`src/design/connection_timeout_heap_unit_assert.svh`:
```
// Assertion macros for the timeout heap unit.
`ifndef CONNECTION_TIMEOUT_HEAP_UNIT_ASSERT_SVH
`define CONNECTION_TIMEOUT_HEAP_UNIT_ASSERT_SVH

`ifndef NO_ASSERTIONS
`define CTH_ASSERT(lbl, ck, rs, prop, msg) \
  lbl: assert property (@(posedge ck) disable iff (rs) prop) else $error(msg);
`define CTH_ASSERT_ALWAYS(lbl, ck, prop, msg) \
  lbl: assert property (@(posedge ck) prop) else $error(msg);
`else
`define CTH_ASSERT(lbl, ck, rs, prop, msg)
`define CTH_ASSERT_ALWAYS(lbl, ck, prop, msg)
`endif

`endif

```
`src/design/cth_pkg.sv`:
```
`default_nettype none
package cth_pkg;

  localparam int SLOTS_DEF     = 64;
  localparam int TIME_BITS_DEF = 48;

  localparam int CMD_W      = 2;
  localparam int SLOT_W     = 6;
  localparam int TIMEOUT_W  = 31;
  localparam int NOW_W      = 48;
  localparam int S_TDATA_W  = 88;
  localparam int M_TDATA_W  = 8;

  localparam logic [CMD_W-1:0] CMD_ADD  = 2'd0;
  localparam logic [CMD_W-1:0] CMD_MARK = 2'd1;
  localparam logic [CMD_W-1:0] CMD_TICK = 2'd2;

  typedef struct packed {
    logic load;
    logic add;
    logic mark;
    logic scan_start;
    logic scan;
    logic close;
    logic stale;
    logic req_wr;
    logic finish;
  } cth_cmd_t;

  typedef struct packed {
    logic [CMD_W-1:0] op;
    logic             scan_last;
    logic             best_valid;
    logic             handle;
    logic             best_cur;
    logic             best_present;
    logic             held_valid;
    logic             out_free;
  } cth_sts_t;

endpackage
`default_nettype wire

```
`src/design/cth_ctrl.sv`:
```
`default_nettype none
`include "connection_timeout_heap_unit_assert.svh"
module cth_ctrl (
  input  wire                     clk,
  input  wire                     rst,
  input  wire                     s_valid,
  output logic                    s_ready,
  input  wire  cth_pkg::cth_sts_t sts,
  output cth_pkg::cth_cmd_t       cmd
);
  import cth_pkg::*;

  localparam logic [2:0] S_IDLE   = 3'd0;
  localparam logic [2:0] S_EXEC   = 3'd1;
  localparam logic [2:0] S_SCAN   = 3'd2;
  localparam logic [2:0] S_TAIL   = 3'd3;
  localparam logic [2:0] S_DECIDE = 3'd4;
  localparam logic [2:0] S_REQ    = 3'd5;
  localparam logic [2:0] S_FINISH = 3'd6;

  logic [2:0] state;
  logic [2:0] state_next;

  assign s_ready = (state == S_IDLE);

  always_ff @(posedge clk) begin
    if (rst) begin
      state <= S_IDLE;
    end else begin
      state <= state_next;
    end
  end

  always_comb begin
    cmd        = '0;
    state_next = state;
    case (state)
      S_IDLE: begin
        if (s_valid) begin
          cmd.load   = 1'b1;
          state_next = S_EXEC;
        end
      end
      S_EXEC: begin
        case (sts.op)
          CMD_ADD: begin
            cmd.add    = 1'b1;
            state_next = S_IDLE;
          end
          CMD_MARK: begin
            cmd.mark   = 1'b1;
            state_next = S_IDLE;
          end
          CMD_TICK: begin
            cmd.scan_start = 1'b1;
            state_next     = S_SCAN;
          end
          default: begin
            state_next = S_IDLE;
          end
        endcase
      end
      S_SCAN: begin
        cmd.scan = 1'b1;
        if (sts.scan_last) begin
          state_next = S_TAIL;
        end
      end
      S_TAIL: begin
        state_next = S_DECIDE;
      end
      S_DECIDE: begin
        if (!sts.best_valid || !sts.handle) begin
          state_next = S_FINISH;
        end else if (sts.best_cur) begin
          if (!sts.held_valid || sts.out_free) begin
            cmd.close      = 1'b1;
            cmd.scan_start = 1'b1;
            state_next     = S_SCAN;
          end
        end else begin
          cmd.stale = 1'b1;
          if (sts.best_present) begin
            state_next = S_REQ;
          end else begin
            cmd.scan_start = 1'b1;
            state_next     = S_SCAN;
          end
        end
      end
      S_REQ: begin
        cmd.req_wr     = 1'b1;
        cmd.scan_start = 1'b1;
        state_next     = S_SCAN;
      end
      S_FINISH: begin
        if (!sts.held_valid || sts.out_free) begin
          cmd.finish = 1'b1;
          state_next = S_IDLE;
        end
      end
      default: begin
        state_next = S_IDLE;
      end
    endcase
  end

  `CTH_ASSERT(a_idle_nothing_held, clk, rst, state == S_IDLE |-> !sts.held_valid, "held closure in idle")
  `CTH_ASSERT(a_close_is_due, clk, rst, cmd.close |-> sts.best_valid && sts.handle && sts.best_cur, "bad closure")
  `CTH_ASSERT(a_requeue_after_stale, clk, rst, cmd.req_wr |-> $past(cmd.stale), "requeue without stale entry")

endmodule
`default_nettype wire

```
`config.mk`:
```
export PLATFORM = sky130hd
export DESIGN_NAME = cth_ctrl
export DESIGN_NICKNAME = d
export VERILOG_FILES = /design/src/design/cth_pkg.sv /design/src/design/cth_ctrl.sv
export VERILOG_INCLUDE_DIRS = /design/src /design/src/design
export SDC_FILE = /design/constraint.sdc
export NUM_CORES = 1
export LEC_CHECK = 0
export BUFFER_PORTS_ARGS = -buffer_cell sky130_fd_sc_hd__buf_4
export CAP_MARGIN = 20
export CELL_PAD_IN_SITES_DETAIL_PLACEMENT = 0
export CELL_PAD_IN_SITES_GLOBAL_PLACEMENT = 2
export CORE_MARGIN = 4
export CORE_UTILIZATION = 22
export DETAILED_ROUTE_END_ITERATION = 10
export PLACE_DENSITY = 0.76
export SYNTH_ARGS = -nofsm -noshare
export SYNTH_HDL_FRONTEND = slang
export SYNTH_SLANG_ARGS = --single-unit
```
`constraint.sdc`:
```
create_clock -name clk -period 2.9 [get_ports clk]
set_clock_uncertainty 0.05 [all_clocks]
set_input_delay 0.58 -clock clk [delete_from_list [all_inputs] [get_ports clk]]
set_output_delay 0.58 -clock clk [all_outputs]
set_load 0.02 [all_outputs]
```
### Word-level counts from Yosys, hierarchy flattened

Cells that the tools add are included.
Widths: inputs -> output; s select.

* eq/ne operators: 12
* multiplexer cells: 27
* reductions and logical operators: 8

Operators by type and width (count)
* $mux 3: 7
* $pmux 3 s7: 1
* $mux 1: 14
* $eq 3x3->1 const B: 3
* $mux 2: 4
* $eq 3x2->1 const B: 2
* $ne 2x2->1 const B: 3
* $ne 4x4->1 const B: 1
* $reduce_and 4->1: 1
* $eq 3x1->1 const B: 1
* $logic_not 1->1: 3
* $logic_not 3->1: 1
* $pmux 1 s3: 1
* $eq 2x1->1 const B: 1
* $eq 2x2->1 const B: 1
* $logic_not 2->1: 1
* $logic_or 1x1->1: 2

* register bits: 3
* logic and storage cells: 48

### Logic depth before layout (Yosys ltp)

* depth after elaboration: 6
* depth in mapped cells: 4
* mapped depth without buffers: 3

### Least setup slack after synthesis

Ideal clock, no wire load.

* path type: flip-flop to output port
* start point: register state[1]
* end point: output cmd[6] (netlist bit)
* arrival: 1383 ps
* path slack: 887 ps
* cell stages (with the launch flop): 4
* buffers on the path: 1
* cell sequence: dfxtp_1 buf_6 nand2b_2 nor4b_1

RTL lines
* start, declared: line cth_ctrl.sv:21 `logic [2:0] state;`
* start signal, assigned: line cth_ctrl.sv:30 `state <= state_next;`
* end, declared: line cth_ctrl.sv:9 `output cth_pkg::cth_cmd_t cmd`

==> out/metrics.csv <==
metric,value,unit
arrival,1.57,ns
crit_slowest_cell,dfxtp_1,
drt_wl_total,988,µm
post_cts_buffers,0,
htree_num_levels,1,
p_int,228,µW
synthSimpleGateAreaFrac,0.458,
synth_warnings,0,
top_regs,state: 3 flops,
setup_violations,0,
cp.required,2.27,ns
hold_viol,0,
grt_first_pass_wirelength,1660,µm
p_per_area,783,mW/mm²
drive_above_1_share,0.412,
track_usage,0.0869,
die_h,49.1,µm
slew_headroom,0.727,
die_w,49.1,µm
synth.area.top_cells,"dfxtp_1 16%, buf_6 9.1%, nor2b_1 5.1%",
synth_xor_area_frac,0,
final_cell_count_no_fill,84,
postLayoutCoreUtil,0.348,
numCtsBuffers,3,
total_power,424,µW
whs,0.553,ns
nets,81,
critical_path_class,reg -> out,
synth_area,372,µm²
critical_path.max_fanout,10,
io_buffers,21,
synth_area_per_cell,8.08,µm²
cp-end-kind,output pin,
drtIter0Drc,4,
final_antenna_net_count,0,
synth-main-ff-cell,dfxtp_1,
rsz0062_at_grt,false,
synth_compound_area_frac,0.242,
slew_viol_final,0,
grt_pass1_vias,400,
power_leakage,0.236,nW
ir_drop,198,µV
p_switching,197,µW
finalWorstPathRequiredPeriod,2.20,ns
drc,0,
ctsHoldBuffers,0,
cts_tree,done,
synth_top_area_cell,dfxtp_1,
initial_core_util,0.238,
cp_top_family,flip-flops,
cts-root-buf,clkbuf_4,
insertion_delay,0.23,ns
largest_register,state,
max_freq,0.455,GHz
combPwrFrac,0.568,
critPathMaxStageDelay,0.49,ns
synth_nets,58,
muxShareOfSynthArea,0.0269,
fp-row-count,14,
clkTransAtPathRegs,0.04,ns
yosysSeqAreaShare,0.162,
post-route-period-util,0.758,
power_frac_seq,0.257,
synthArstFlopShare,0,
synth_top_family_by_area,simple AND/OR/NAND/NOR gates,
synth_fa_ha_area_frac,0,
clock_path_buffers,2,
dp_hpwl,798,µm
yosys.area.top_type_share,0.162,
synth_edf_count,0,
crit_buf_inv,1,
worstPathCellList,nor3b_4 > nand2_1 > o31ai_1 > buf_4,
hold_path_class,in -> reg,
core,0.00156,mm²
synthCells,46,
synth_cell_types,29,
synth_commonest_cells,"4 x nand2_1, 4 x nor2_1, 3 x buf_6, 3 x dfxtp_1, 3 x nor2b_1",
cap_violations,0,
tns,0,ns
place.gp.congestion,0.693,
switching_share,0.464,
crit_path_start_kind,register,
die_area,0.00241,mm²
diodes,0,
grt_antenna_before_repair,0,
area_growth,45.8,%
viasPerCell,4.70,
cts_resized,0,
tightest_slew,0.409,ns
ys_seq_elements,3,
outcome,"finished, final reports clean",
routedWlPerCell,11.8,µm
vias,395,
grt_max_degree,11,
largest_reg_flops,3,
cts_sinks,3,
io_pins,22,
dp_cells,80,
grt_overflow_total,0,
clock_power_share,0.176,
drtPass1Iterations,3,
==> layer usage <==
layer  up-vias  share of wire  global-route usage
li1        212              -                   -
met1       166           0.48               0.109
met2        17           0.45               0.127
met3         0          0.068              0.0336
met4         0              0              0.0427
met5         -              0                   0
==> worst paths after layout <==
path,startpoint,endpoint,slack [ns],depth (start not counted)
worst max-delay path,state[2],cmd[5],0.70,4
worst min-delay path,rst,state[2],0.55,3
worst max register to register,state[1],state[0],1.58,3
worst min register to register,state[0],state[2],0.61,2
==> final cells by class <==
| class | instances | area, µm² |
|---|---|---|
| multi-input cells | 38 | 270 |
| flip-flops and latches | 3 | 60.1 |
| inverters | 2 | 7.51 |
| fillers | 181 | 1020 |
| repair buffers | 21 | 158 |
| well taps | 16 | 20.0 |
| clock buffers | 4 | 26.3 |
==> power groups by stage <==
stage                     logic, mW  clock network (mW)  registers [mW]
after CTS                     0.245              0.0767           0.109
after floorplan               0.230                   0          0.0650
after detailed placement      0.244                   0           0.109
after global routing          0.266              0.0837           0.113
after global placement        0.246                   0           0.110
final                         0.241              0.0746           0.109
==> cell families (layout without fill, tap and decap cells) <==
logic type / Yosys count / after routing
compound gates: 10 / 10
mux: 1 / 1
buf+inv: 5 / 27
simple gates: 27 / 27
flops: 3 / 3
==> stage by stage <==
step           setup slack, ns  cell area [µm²]
2_1_floorplan            0.887              372
3_3_place_gp             0.923              515
3_5_place_dp             0.937              515
4_1_cts                  0.667              542
5_1_grt                  0.535              542
6_report                 0.701              542
==> worst register-to-register path, stage by stage, from the launching register on <==
cell and delay, ns:
dfxtp_1 0.56, mux2i_1 0.32, a32oi_2 0.11, and3_1 0.17
==> cell usage in the layout, fill, tap and decap left out <==
cell type	synthesis	layout
o31ai_1	1	1
nor3b_4	1	1
buf_4	0	21
inv_1	2	2
a41oi_2	1	1
and3_1	1	1
nor2b_1	3	3
o21ai_0	1	1
nor3_1	2	2
a32oi_2	1	1
nor4_1	2	2
nand2_1	4	4
a21o_1	2	2
clkbuf_1	0	1
nand3_1	1	1
nand3b_1	1	1
mux2i_1	1	1
nor3b_1	1	1
a31oi_1	1	1
dfxtp_1	3	3
nand4b_1	1	1
nand2b_2	1	1
and3b_1	1	1
o21ai_1	1	1
a311o_1	1	1
nor2_1	4	4
and2_1	2	2
a31o_1	1	1
clkbuf_4	0	3
nand2b_1	1	1
nor4b_1	1	1
(Power assumes the default switching activity.)
